### src/rtl/core/hermite_polynomial_evaluator_macros.svh
// Assertion macros shared by the Hermite polynomial evaluator RTL.
`ifndef HERMITE_POLYNOMIAL_EVALUATOR_MACROS_SVH
`define HERMITE_POLYNOMIAL_EVALUATOR_MACROS_SVH

// Same-cycle implication, checked outside reset.
`define HPE_ASSERT_NOW(lbl, clk, rst_n, ante, cons, msg) \
  lbl: assert property (@(posedge clk) disable iff (!rst_n) (ante) |-> (cons)) \
    else $error(msg);

// Next-cycle implication, checked outside reset.
`define HPE_ASSERT_NEXT(lbl, clk, rst_n, ante, cons, msg) \
  lbl: assert property (@(posedge clk) disable iff (!rst_n) (ante) |=> (cons)) \
    else $error(msg);

`endif

### src/rtl/core/hpe_pkg.sv
// Shared widths, command and status types, and saturation helper for the Hermite evaluator.
package hpe_pkg;

  localparam int X_W     = 16;
  localparam int RANK_W  = 4;
  localparam int VAL_W   = 64;
  localparam int COEF_W  = RANK_W + 1;
  localparam int MUL_A_W = X_W;
  localparam int PROD_W  = MUL_A_W + VAL_W;
  localparam int MAG_W   = 70;
  localparam int RND_SHIFT = 11;
  localparam int H1_SHIFT  = 5;

  localparam int IN_TDATA_W  = 24;
  localparam int OUT_TDATA_W = 72;

  localparam logic [RANK_W-1:0] MAX_RANK = 4'd15;

  localparam logic signed [VAL_W-1:0] VAL_ONE = 64'sd65536;
  localparam logic signed [VAL_W-1:0] VAL_MAX = 64'sh7FFF_FFFF_FFFF_FFFF;
  localparam logic signed [VAL_W-1:0] VAL_MIN = 64'sh8000_0000_0000_0000;
  localparam logic [MAG_W-1:0] MAG_LIMIT = 70'h0_8000_0000_0000_0000;
  localparam logic [PROD_W:0] RND_BIAS = 81'd1024;

  typedef enum logic [2:0] {
    OP_IDLE,
    OP_LOAD,
    OP_EMIT0,
    OP_EMIT1,
    OP_MULX,
    OP_MULC,
    OP_SATC,
    OP_SUB
  } dp_op_e;

  typedef struct packed {
    dp_op_e op;
  } dp_cmd_t;

  typedef struct packed {
    logic              out_free;
    logic              last;
    logic              ovf;
    logic [RANK_W-1:0] rank;
  } dp_sts_t;

  typedef struct packed {
    logic signed [VAL_W-1:0] val;
    logic                    ovf;
  } sat_t;

  // Applies a sign to a magnitude and clamps the result to the signed 64-bit range.
  function automatic sat_t sat_signed(input logic neg, input logic [MAG_W-1:0] mag);
    sat_t r;
    r.ovf = 1'b0;
    if (!neg) begin
      if (mag >= MAG_LIMIT) begin
        r.val = VAL_MAX;
        r.ovf = 1'b1;
      end else begin
        r.val = mag[VAL_W-1:0];
      end
    end else begin
      if (mag > MAG_LIMIT) begin
        r.val = VAL_MIN;
        r.ovf = 1'b1;
      end else begin
        r.val = ~mag[VAL_W-1:0] + 64'd1;
      end
    end
    return r;
  endfunction

endpackage

### src/rtl/core/hpe_ctrl.sv
// Sequencer that walks one item through its ranks and issues datapath commands.
module hpe_ctrl (
  input  logic            clk_i,
  input  logic            rst_ni,
  input  logic            in_valid_i,
  output logic            in_ready_o,
  input  hpe_pkg::dp_sts_t sts_i,
  output hpe_pkg::dp_cmd_t cmd_o
);

  localparam logic [2:0] ST_IDLE = 3'd0;
  localparam logic [2:0] ST_H0   = 3'd1;
  localparam logic [2:0] ST_H1   = 3'd2;
  localparam logic [2:0] ST_MULX = 3'd3;
  localparam logic [2:0] ST_MULC = 3'd4;
  localparam logic [2:0] ST_SATC = 3'd5;
  localparam logic [2:0] ST_SUB  = 3'd6;

  logic [2:0] state_q, state_d;

  always_comb begin
    state_d    = state_q;
    cmd_o.op   = hpe_pkg::OP_IDLE;
    in_ready_o = 1'b0;
    case (state_q)
      ST_IDLE: begin
        in_ready_o = 1'b1;
        if (in_valid_i) begin
          cmd_o.op = hpe_pkg::OP_LOAD;
          state_d  = ST_H0;
        end
      end
      ST_H0: begin
        if (sts_i.out_free) begin
          cmd_o.op = hpe_pkg::OP_EMIT0;
          state_d  = sts_i.last ? ST_IDLE : ST_H1;
        end
      end
      ST_H1: begin
        if (sts_i.out_free) begin
          cmd_o.op = hpe_pkg::OP_EMIT1;
          state_d  = sts_i.last ? ST_IDLE : ST_MULX;
        end
      end
      ST_MULX: begin
        cmd_o.op = hpe_pkg::OP_MULX;
        state_d  = ST_MULC;
      end
      ST_MULC: begin
        cmd_o.op = hpe_pkg::OP_MULC;
        state_d  = ST_SATC;
      end
      ST_SATC: begin
        cmd_o.op = hpe_pkg::OP_SATC;
        state_d  = ST_SUB;
      end
      ST_SUB: begin
        if (sts_i.out_free) begin
          cmd_o.op = hpe_pkg::OP_SUB;
          state_d  = sts_i.last ? ST_IDLE : ST_MULX;
        end
      end
      default: begin
        state_d = ST_IDLE;
      end
    endcase
  end

  always_ff @(posedge clk_i or negedge rst_ni) begin
    if (!rst_ni) begin
      state_q <= ST_IDLE;
    end else begin
      state_q <= state_d;
    end
  end

endmodule

### src/rtl/core/hpe_dp.sv
// Recurrence datapath with the shared multiplier, saturation logic and output register.
module hpe_dp (
  input  logic                                clk_i,
  input  logic                                rst_ni,
  input  hpe_pkg::dp_cmd_t                    cmd_i,
  input  logic signed [hpe_pkg::X_W-1:0]      x_i,
  input  logic [hpe_pkg::RANK_W-1:0]          n_i,
  output hpe_pkg::dp_sts_t                    sts_o,
  output logic                                out_valid_o,
  input  logic                                out_ready_i,
  output logic [hpe_pkg::RANK_W-1:0]          out_rank_o,
  output logic signed [hpe_pkg::VAL_W-1:0]    out_value_o,
  output logic                                out_ovf_o,
  output logic                                out_last_o
);

  logic signed [hpe_pkg::X_W-1:0]   x_q;
  logic [hpe_pkg::RANK_W-1:0]       n_q;
  logic [hpe_pkg::RANK_W-1:0]       k_q;
  logic                             ovf_q;
  logic signed [hpe_pkg::VAL_W-1:0] prev_q;
  logic signed [hpe_pkg::VAL_W-1:0] older_q;
  logic signed [hpe_pkg::VAL_W-1:0] t1_q;
  logic signed [hpe_pkg::VAL_W-1:0] t2_q;
  logic [hpe_pkg::PROD_W-1:0]       prod_q;
  logic                             prod_neg_q;
  logic                             out_valid_q;
  logic [hpe_pkg::RANK_W-1:0]       out_rank_q;
  logic signed [hpe_pkg::VAL_W-1:0] out_value_q;
  logic                             out_ovf_q;
  logic                             out_last_q;

  logic [hpe_pkg::X_W-1:0]          x_mag;
  logic [hpe_pkg::VAL_W-1:0]        prev_mag;
  logic [hpe_pkg::VAL_W-1:0]        older_mag;
  logic [hpe_pkg::COEF_W-1:0]       coef;
  logic [hpe_pkg::MUL_A_W-1:0]      mul_a;
  logic [hpe_pkg::VAL_W-1:0]        mul_b;
  logic [hpe_pkg::PROD_W-1:0]       mul_p;
  logic [hpe_pkg::PROD_W:0]         rnd;
  hpe_pkg::sat_t                    t1_s;
  hpe_pkg::sat_t                    t2_s;
  logic signed [hpe_pkg::VAL_W:0]   diff;
  logic signed [hpe_pkg::VAL_W-1:0] h1_val;
  logic signed [hpe_pkg::VAL_W-1:0] cur_val;
  logic                             cur_ovf;
  logic                             emit;

  assign x_mag     = x_q[hpe_pkg::X_W-1] ? (~x_q + 16'd1) : x_q;
  assign prev_mag  = prev_q[hpe_pkg::VAL_W-1] ? (~prev_q + 64'd1) : prev_q;
  assign older_mag = older_q[hpe_pkg::VAL_W-1] ? (~older_q + 64'd1) : older_q;
  assign coef      = {k_q - 4'd1, 1'b0};

  assign mul_a = (cmd_i.op == hpe_pkg::OP_MULC) ? {11'd0, coef} : x_mag;
  assign mul_b = (cmd_i.op == hpe_pkg::OP_MULC) ? older_mag : prev_mag;
  assign mul_p = {64'd0, mul_a} * {16'd0, mul_b};

  // The 2x product carries 28 fraction bits; the shift by 11 doubles it and rescales it.
  assign rnd  = {1'b0, prod_q} + hpe_pkg::RND_BIAS;
  assign t1_s = hpe_pkg::sat_signed(prod_neg_q, rnd[hpe_pkg::PROD_W:hpe_pkg::RND_SHIFT]);
  assign t2_s = hpe_pkg::sat_signed(prod_neg_q, prod_q[hpe_pkg::MAG_W-1:0]);
  assign diff = {t1_q[hpe_pkg::VAL_W-1], t1_q} - {t2_q[hpe_pkg::VAL_W-1], t2_q};
  assign h1_val = {{43{x_q[hpe_pkg::X_W-1]}}, x_q, 5'd0};

  assign emit = (cmd_i.op == hpe_pkg::OP_EMIT0) || (cmd_i.op == hpe_pkg::OP_EMIT1) ||
                (cmd_i.op == hpe_pkg::OP_SUB);

  always_comb begin
    cur_val = hpe_pkg::VAL_ONE;
    cur_ovf = ovf_q;
    case (cmd_i.op)
      hpe_pkg::OP_EMIT1: begin
        cur_val = h1_val;
      end
      hpe_pkg::OP_SUB: begin
        if (diff[hpe_pkg::VAL_W] != diff[hpe_pkg::VAL_W-1]) begin
          cur_val = diff[hpe_pkg::VAL_W] ? hpe_pkg::VAL_MIN : hpe_pkg::VAL_MAX;
          cur_ovf = 1'b1;
        end else begin
          cur_val = diff[hpe_pkg::VAL_W-1:0];
        end
      end
      default: begin
        cur_val = hpe_pkg::VAL_ONE;
      end
    endcase
  end

  always_ff @(posedge clk_i or negedge rst_ni) begin
    if (!rst_ni) begin
      out_valid_q <= 1'b0;
      k_q         <= '0;
      ovf_q       <= 1'b0;
    end else begin
      if (emit) begin
        out_valid_q <= 1'b1;
      end else if (out_ready_i) begin
        out_valid_q <= 1'b0;
      end
      case (cmd_i.op)
        hpe_pkg::OP_LOAD: begin
          k_q   <= '0;
          ovf_q <= 1'b0;
        end
        hpe_pkg::OP_EMIT0, hpe_pkg::OP_EMIT1, hpe_pkg::OP_SUB: begin
          k_q   <= k_q + 4'd1;
          ovf_q <= cur_ovf;
        end
        hpe_pkg::OP_MULC: begin
          ovf_q <= ovf_q | t1_s.ovf;
        end
        hpe_pkg::OP_SATC: begin
          ovf_q <= ovf_q | t2_s.ovf;
        end
        default: begin
          ovf_q <= ovf_q;
        end
      endcase
    end
  end

  always_ff @(posedge clk_i) begin
    case (cmd_i.op)
      hpe_pkg::OP_LOAD: begin
        x_q <= x_i;
        n_q <= (n_i > hpe_pkg::MAX_RANK) ? hpe_pkg::MAX_RANK : n_i;
      end
      hpe_pkg::OP_EMIT0, hpe_pkg::OP_EMIT1, hpe_pkg::OP_SUB: begin
        out_rank_q  <= k_q;
        out_value_q <= cur_val;
        out_ovf_q   <= cur_ovf;
        out_last_q  <= (k_q == n_q);
        older_q     <= prev_q;
        prev_q      <= cur_val;
      end
      hpe_pkg::OP_MULX: begin
        prod_q     <= mul_p;
        prod_neg_q <= x_q[hpe_pkg::X_W-1] ^ prev_q[hpe_pkg::VAL_W-1];
      end
      hpe_pkg::OP_MULC: begin
        t1_q       <= t1_s.val;
        prod_q     <= mul_p;
        prod_neg_q <= older_q[hpe_pkg::VAL_W-1];
      end
      hpe_pkg::OP_SATC: begin
        t2_q <= t2_s.val;
      end
      default: begin
        prod_q <= prod_q;
      end
    endcase
  end

  assign sts_o.out_free = !out_valid_q || out_ready_i;
  assign sts_o.last     = (k_q == n_q);
  assign sts_o.ovf      = ovf_q;
  assign sts_o.rank     = k_q;

  assign out_valid_o = out_valid_q;
  assign out_rank_o  = out_rank_q;
  assign out_value_o = out_value_q;
  assign out_ovf_o   = out_ovf_q;
  assign out_last_o  = out_last_q;

endmodule

### src/rtl/core/hermite_polynomial_evaluator.sv
// Top level of the physicists' Hermite polynomial evaluator.
// Each input transaction carries a sample x (signed Q4.12) and a highest rank n; the block
// returns one output transaction per rank k = 0..n with H_k(x) in signed Q47.16, saturated,
// a sticky overflow flag in tuser and tlast on rank n. One item is worked at a time: after
// the input is taken, ranks 0 and 1 are emitted directly and every higher rank passes
// through the MULX, MULC, SATC and SUB steps: the single 16 x 64 bit multiplier forms
// 2x*H(k-1) and then 2(k-1)*H(k-2), followed by rounding, saturation and the final
// subtraction. Every emit waits while the output is stalled. The next item is taken while
// the last result of the previous one still waits in the output register.
`include "hermite_polynomial_evaluator_macros.svh"

module hermite_polynomial_evaluator (
  input  logic                               clk_i,
  input  logic                               rst_ni,
  input  logic                               s_axis_tvalid_i,
  output logic                               s_axis_tready_o,
  // Fields from bit 0: x_sample[15:0], max_rank[19:16], zero fill.
  input  logic [hpe_pkg::IN_TDATA_W-1:0]     s_axis_tdata_i,
  output logic                               m_axis_tvalid_o,
  input  logic                               m_axis_tready_i,
  // Fields from bit 0: rank[3:0], poly_value[67:4], zero fill.
  output logic [hpe_pkg::OUT_TDATA_W-1:0]    m_axis_tdata_o,
  // Fields from bit 0: overflow.
  output logic                               m_axis_tuser_o,
  output logic                               m_axis_tlast_o
);

  hpe_pkg::dp_cmd_t                 cmd;
  hpe_pkg::dp_sts_t                 sts;
  logic [hpe_pkg::RANK_W-1:0]       out_rank;
  logic signed [hpe_pkg::VAL_W-1:0] out_value;
  logic                             in_xfer;

  assign in_xfer = s_axis_tvalid_i && s_axis_tready_o;

  hpe_ctrl u_ctrl (
    .clk_i      (clk_i),
    .rst_ni     (rst_ni),
    .in_valid_i (s_axis_tvalid_i),
    .in_ready_o (s_axis_tready_o),
    .sts_i      (sts),
    .cmd_o      (cmd)
  );

  hpe_dp u_dp (
    .clk_i       (clk_i),
    .rst_ni      (rst_ni),
    .cmd_i       (cmd),
    .x_i         (s_axis_tdata_i[15:0]),
    .n_i         (s_axis_tdata_i[19:16]),
    .sts_o       (sts),
    .out_valid_o (m_axis_tvalid_o),
    .out_ready_i (m_axis_tready_i),
    .out_rank_o  (out_rank),
    .out_value_o (out_value),
    .out_ovf_o   (m_axis_tuser_o),
    .out_last_o  (m_axis_tlast_o)
  );

  assign m_axis_tdata_o = {4'd0, out_value, out_rank};

  `HPE_ASSERT_NEXT(a_load_clears, clk_i, rst_ni, in_xfer, (sts.rank == '0) && !sts.ovf, "Item start did not clear rank and overflow.")
  `HPE_ASSERT_NEXT(a_ovf_sticky, clk_i, rst_ni, sts.ovf && !in_xfer, sts.ovf, "Overflow flag dropped within an item.")
  `HPE_ASSERT_NOW(a_rank0_clean, clk_i, rst_ni, m_axis_tvalid_o && (m_axis_tdata_o[3:0] == '0), !m_axis_tuser_o, "Rank zero result reports overflow.")

endmodule
### config.mk
export PLATFORM = sky130hd
export DESIGN_NAME = hermite_polynomial_evaluator
export DESIGN_NICKNAME = d
export VERILOG_FILES = /design/src/rtl/core/hpe_pkg.sv /design/src/rtl/core/hpe_ctrl.sv /design/src/rtl/core/hpe_dp.sv /design/src/rtl/core/hermite_polynomial_evaluator.sv
export VERILOG_INCLUDE_DIRS = /design/src /design/src/rtl/core
export SDC_FILE = /design/constraint.sdc
export NUM_CORES = 2
export LEC_CHECK = 0
export ABC_AREA = 1
export BUFFER_PORTS_ARGS = -buffer_cell sky130_fd_sc_hd__buf_2
export CAP_MARGIN = 25
export CORE_MARGIN = 2
export CORE_UTILIZATION = 50
export DETAILED_ROUTE_END_ITERATION = 10
export GPL_TIMING_DRIVEN = 1
export MAX_ROUTING_LAYER = met4
export PLACE_DENSITY = 0.64
export SLEW_MARGIN = 20
export SYNTH_ARGS = -nofsm -noshare
export SYNTH_HDL_FRONTEND = slang
export SYNTH_HIERARCHICAL = 1
export SYNTH_SLANG_ARGS = --single-unit
### constraint.sdc
create_clock -name clk_i -period 29.1 [get_ports clk_i]
set_input_delay 5.82 -clock clk_i [delete_from_list [all_inputs] [get_ports clk_i]]
set_output_delay 5.82 -clock clk_i [all_outputs]
set_load 0.01 [all_outputs]
-- Word level (Yosys, flattened, before mapping)
Cells that the tools add are included.
- logic and storage cells: 106
- RAM bits: 0
- bits of input ports: 28
- register bits: 372
- latch bits: 0
- memories kept: 0
- ROM bits: 0
- output and inout port bits: 76
- bitwise operators: 8
- equality and inequality tests: 18
- muxes and demuxes: 37
- reduce and logical (&&, ||, !) cells: 13
- multiply operators: 1
- add/subtract/negate cells: 9
- shifts and indexed selects: 0
- div/mod/pow operators: 0
- $lt $le $gt $ge: 5
- operator list (kind ; number):
    2-to-1 mux 64 bit ; 9
    adder 64 x 1 -> 64 bit, second input constant ; 4
    inverter 64 bit ; 4
    greater-or-equal comparator 70 x 64 -> 1 bit, second input constant ; 2
    greater-than comparator 70 x 64 -> 1 bit, second input constant ; 2
    2-to-1 mux 65 bit ; 2
    case mux 64 bit (2 select lines) ; 1
    adder 80 x 11 -> 81 bit, second input constant ; 1
    multiplier 16 x 64 -> 80 bit ; 1
    subtractor 64 x 64 -> 65 bit ; 1
    2-to-1 mux 16 bit ; 2
    == test 3 bit, second input constant ; 7
    case mux 3 bit (7 select lines) ; 1
    case mux 3 bit (6 select lines) ; 1
    adder 16 x 1 -> 16 bit, second input constant ; 1
    inverter 16 bit ; 1
    == test 3 x 2 -> 1 bit, second input constant ; 4
    2-to-1 mux 3 bit ; 4
    2-to-1 mux 1 bit ; 10
    2-to-1 mux 2 bit ; 4
    case mux 4 bit (2 select lines) ; 1
    == test 3 x 1 -> 1 bit, second input constant ; 2
    nonzero test 2 bit ; 3
    adder 4 x 1 -> 4 bit, second input constant ; 1
    17 further kinds ; 22

-- Depth between registers and ports, before layout
- depth in word-level cells: 8
- depth in mapped cells: 45

-- Hierarchy
The synthesis kept the hierarchy.
- by module, submodules not included (module ; times used ; area an instance (um^2) ; cells each ; sequential area each (um^2)):
    hpe_dp ; 1 ; 61904.4 ; 8439 ; 11050.6
    hpe_ctrl ; 1 ; 251.5 ; 35 ; 75.1
    hermite_polynomial_evaluator ; 1 ; 33.8 ; 5 ; 0.0

-- Least setup slack after synthesis
Ideal clock, no wire load.
- kind: input-to-reg
- start point: input port m_axis_tready_i
- end point: register u_dp/prod_q[70] (netlist bit), data pin
- stages on the path: 34
- path buffers: 2
- data arrival time: 14717 ps
- slack: 14125 ps
- setup time: 258 ps
- cells stage by stage: inv_1 -> nand2_1 -> nand2_1 -> o21ai_1 -> inv_1 -> nor3_1 -> clkbuf_1 -> clkbuf_1 -> nand3_1 -> nand2_1 -> clkinv_1 -> nand2_1 -> fa_1 -> fa_1 -> inv_1 -> fa_1 -> fa_1 -> fa_1 -> inv_1 -> fa_1 -> inv_1 -> ha_1 -> nand2_1 -> nor2_1 -> inv_1 -> nor2_1 -> nand4_1 -> nand3_1 -> a21boi_0 -> o21ai_0 -> nand3_1 -> nand2_1 -> a21oi_1 -> xnor2_1
- RTL lines (what ; line ; source):
    from (decl) ; hermite_polynomial_evaluator.sv:20 ; input logic m_axis_tready_i,
    to (signal assigned) ; hpe_dp.sv:137 ; prod_q <= mul_p;
    to (signal assigned) ; hpe_dp.sv:142 ; prod_q <= mul_p;
    to (signal assigned) ; hpe_dp.sv:149 ; prod_q <= prod_q;
    to (decl) ; hpe_dp.sv:25 ; logic [hpe_pkg::PROD_W-1:0] prod_q;

==> results.md <==
| Group | Item | Reported |
|---|---|---|
| status | Outcome | finished clean |
| cts | H-tree depth | 2 |
| setup path | Start point of the critical path | m_axis_tready_i |
| timing | Share of the cycle needed by the critical path after routing | 58.4% |
| timing | Slew @ Worst Pin | 1.21 ns |
| setup path | Crit path largest cell delay | 0.97 ns |
| setup path | Worst EP required | 29.46 ns |
| cells and area | Final net count | 9534 |
| timing | Maximum achievable frequency | 0.0589 GHz |
| cts | Post-CTS sizing | 0 |
| grt | Grt total ovfl | 0 |
| timing | Total setup violations reported at the end of the flow | 0 |
| setup path | Worst R2R Start | u_ctrl/state_q[1] |
| cts | Skew-Pair Late Insertion Delay | 0.64 ns |
| die | Initial standard-cell utilization of the core | 50.4% |
| grt | Vias in the first global route | 55800 |
| route | Length of the first detailed-routing pass in iterations | 7 |
| timing | Setup total negative slack | 0 ns |
| route | DR iter-0 viols | 6659 |
| setup path | Cell depth of the worst flop-to-flop path | 34 |
| cts | Clock transition time at the flip-flop clock pins of the worst setup and hold paths | 0.06 ns |
| die | Chip Height | 357 µm |
| yosys | Count of synthesis-stage warnings from yosys | 6 |
| route | Sum of routed wire length over all layers | 258 mm |
| timing | Setup repair after global routing missed its margin | no |
| die | Std cell rows | 129 |
| cts | Buffer levels on the longest clock path | 3 |
| cells and area | Fraction of final layout cells sized beyond drive strength 1 | 4.21% |
| setup path | Highest net fanout along the worst path | 133 |
| route | Via count of the routed design | 57800 |
| setup path | Endpoint class of the critical path | flip-flop |
| die | Die footprint | 127000 µm² |
| cts | Hold-fix buffers, CTS | 0 |
| grt | Largest net degree at the start of global routing | 134 |
| timing | Max transition margin | 19.4% |
| route | Antenna Nets Post-Route | 0 |
| cts | Clock tree from TritonCTS | done |
| yosys | Per-instance average area after synthesis | 7.33 µm² |
| die | Number of primary I/O pins | 104 |
| setup path | Crit Reg-Reg Endpoint | u_dp/prod_q[70] |
| route | Count of unresolved DRC violations after routing | 0 |
| setup path | Arr. time, crit path | 17.35 ns |
| cts | Postcts setup bufs | 0 |
| flow run | # Max-Cap Violations | 0 |
| setup path | Slowest cell on the critical path | sky130_fd_sc_hd__a21oi_1 |
| place | Global placement routability congestion | 1.09 |
| setup path | Crit path to | u_dp/prod_q[70] |
| hold path | Class of the tightest hold or removal check | flip-flop to flip-flop |
| cells and area | Growth of design area from synthesis to finish | 5.84% |
| grt | Global-route wire length before repair | 376 mm |
| place | Count of buffers from port buffering | 95 |
| cts | Clock root cell | sky130_fd_sc_hd__clkbuf_16 |
| yosys | Netlist area before placement | 62200 µm² |
| cts | Clock sink total | 372 |
| timing | Count of final hold-check violations | 0 |
| place | Final HPWL DP | 210 mm |
| timing | Post-layout min period | 16.98 ns |
| grt | All-Layer GR Usage | 41.9% |
| route | Vias per inst | 5.73 |
| setup path | Register-to-register setup slack | 16.94 ns |
| yosys | Cell count after synthesis | 8478 |
| die | Core outline area | 123000 µm² |
| setup path | Startpoint-to-endpoint class of the critical path | primary input to flip-flop |
| timing | Final setup skew | 0.0436 ns |
| setup path | Startpoint type of the worst setup path | primary input |
| cts | CTS Buf Count | 46 |
| route | Routed length per placed instance | 25.5 µm |
| grt | Number of antenna violations at the first check in global routing | 7 |
| die | Die width | 357 µm |
| cells and area | # fillers | 12200 |
| timing | Final Max Tran Viols | 0 |
worst max-delay path, delay by kind of cell:
kind                       cells  cell delay [ns]
and+or+nand+nor                8             1.99
buffers and inverters         15             3.56
AOI/OAI and AO/OA              5             2.08
adders and majority gates      7             3.61
xor gates and xnor gates       1             0.14
layer usage:
| layer | track usage (%) | share of wire [%] |
|---|---|---|
| met1 | 54.8 | 40 |
| met2 | 58.9 | 42 |
| met3 | 13.5 | 12 |
| met4 | 19.5 | 5.7 |
| met5 | - | 0 |
cell usage in the layout (no fill, tap or decap), types with 124 or more instances in the layout:
cell,instances
sky130_fd_sc_hd__nand3_1,371
sky130_fd_sc_hd__nand2_1,1949
sky130_fd_sc_hd__edfxtp_1,363
sky130_fd_sc_hd__nor2_1,984
sky130_fd_sc_hd__o21ai_0,462
sky130_fd_sc_hd__inv_1,1770
sky130_fd_sc_hd__xor2_1,189
sky130_fd_sc_hd__nor3_1,124
sky130_fd_sc_hd__fa_1,867
sky130_fd_sc_hd__ha_1,225
sky130_fd_sc_hd__a21oi_1,321
through the flow:
| step | util (%) | setup WS, ns | area [µm²] | instances | hold WS, ns |
|---|---|---|---|---|---|
| floorplan | - | 14.13 | 62200 | 8481 | 0.423 |
| global placement | 51.9 | 12.00 | 64100 | 9998 | 0.518 |
| detailed placement | 51.9 | 11.95 | 64100 | 10000 | 0.530 |
| CTS | 53.3 | 12.60 | 65800 | 10100 | 0.545 |
| global route | 53.3 | 11.92 | 65800 | 10100 | 0.568 |
| finish | 53.3 | 12.12 | 65800 | 10100 | 0.546 |
state kept, by name, indices dropped and copies added, names as in the netlist:
| register | count |
|---|---|
| u_dp/ovf_q | 1 |
| u_dp/older_q | 64 |
| u_dp/t1_q | 64 |
| u_dp/prod_q | 80 |
| u_dp/n_q | 4 |
| u_dp/x_q | 16 |
| u_dp/out_ovf_o | 1 |
| u_dp/k_q | 4 |
| u_dp/t2_q | 64 |
| u_dp/prod_neg_q | 1 |
| u_ctrl/state_q | 3 |
| u_dp/out_valid_o | 1 |
| u_dp/out_value_o | 64 |
| u_dp/out_last_o | 1 |
| u_dp/out_rank_o | 4 |
worst min-delay path by stage:
stage,startpoint,to,slack [ns],cells after the start
6_report,u_dp/ovf_q,u_dp/ovf_q,0.55,2
5_1_grt,u_dp/ovf_q,u_dp/ovf_q,0.57,2
4_1_cts,u_dp/ovf_q,u_dp/ovf_q,0.55,2
3_5_place_dp,u_dp/ovf_q,u_dp/ovf_q,0.53,2
3_3_place_gp,u_dp/ovf_q,u_dp/ovf_q,0.52,2
2_1_floorplan,u_dp/k_q[2],u_dp/out_rank_o[2],0.42,0
final cells by class:
cell class,count,area (µm²),share of cell area [%]
multi-input combinational,6023,43200,65.6
clock inverter,33,459,0.698
sequential,372,11100,16.9
inverter,1802,6770,10.3
antenna,8,20.0,0.0304
timing repair buffer,169,1050,1.60
clock buffer,51,1170,1.78
tap,1637,2050,3.11
Power is not shown: default switching activity piles up to over one toggle a cycle in this logic, so the estimate is an artifact.
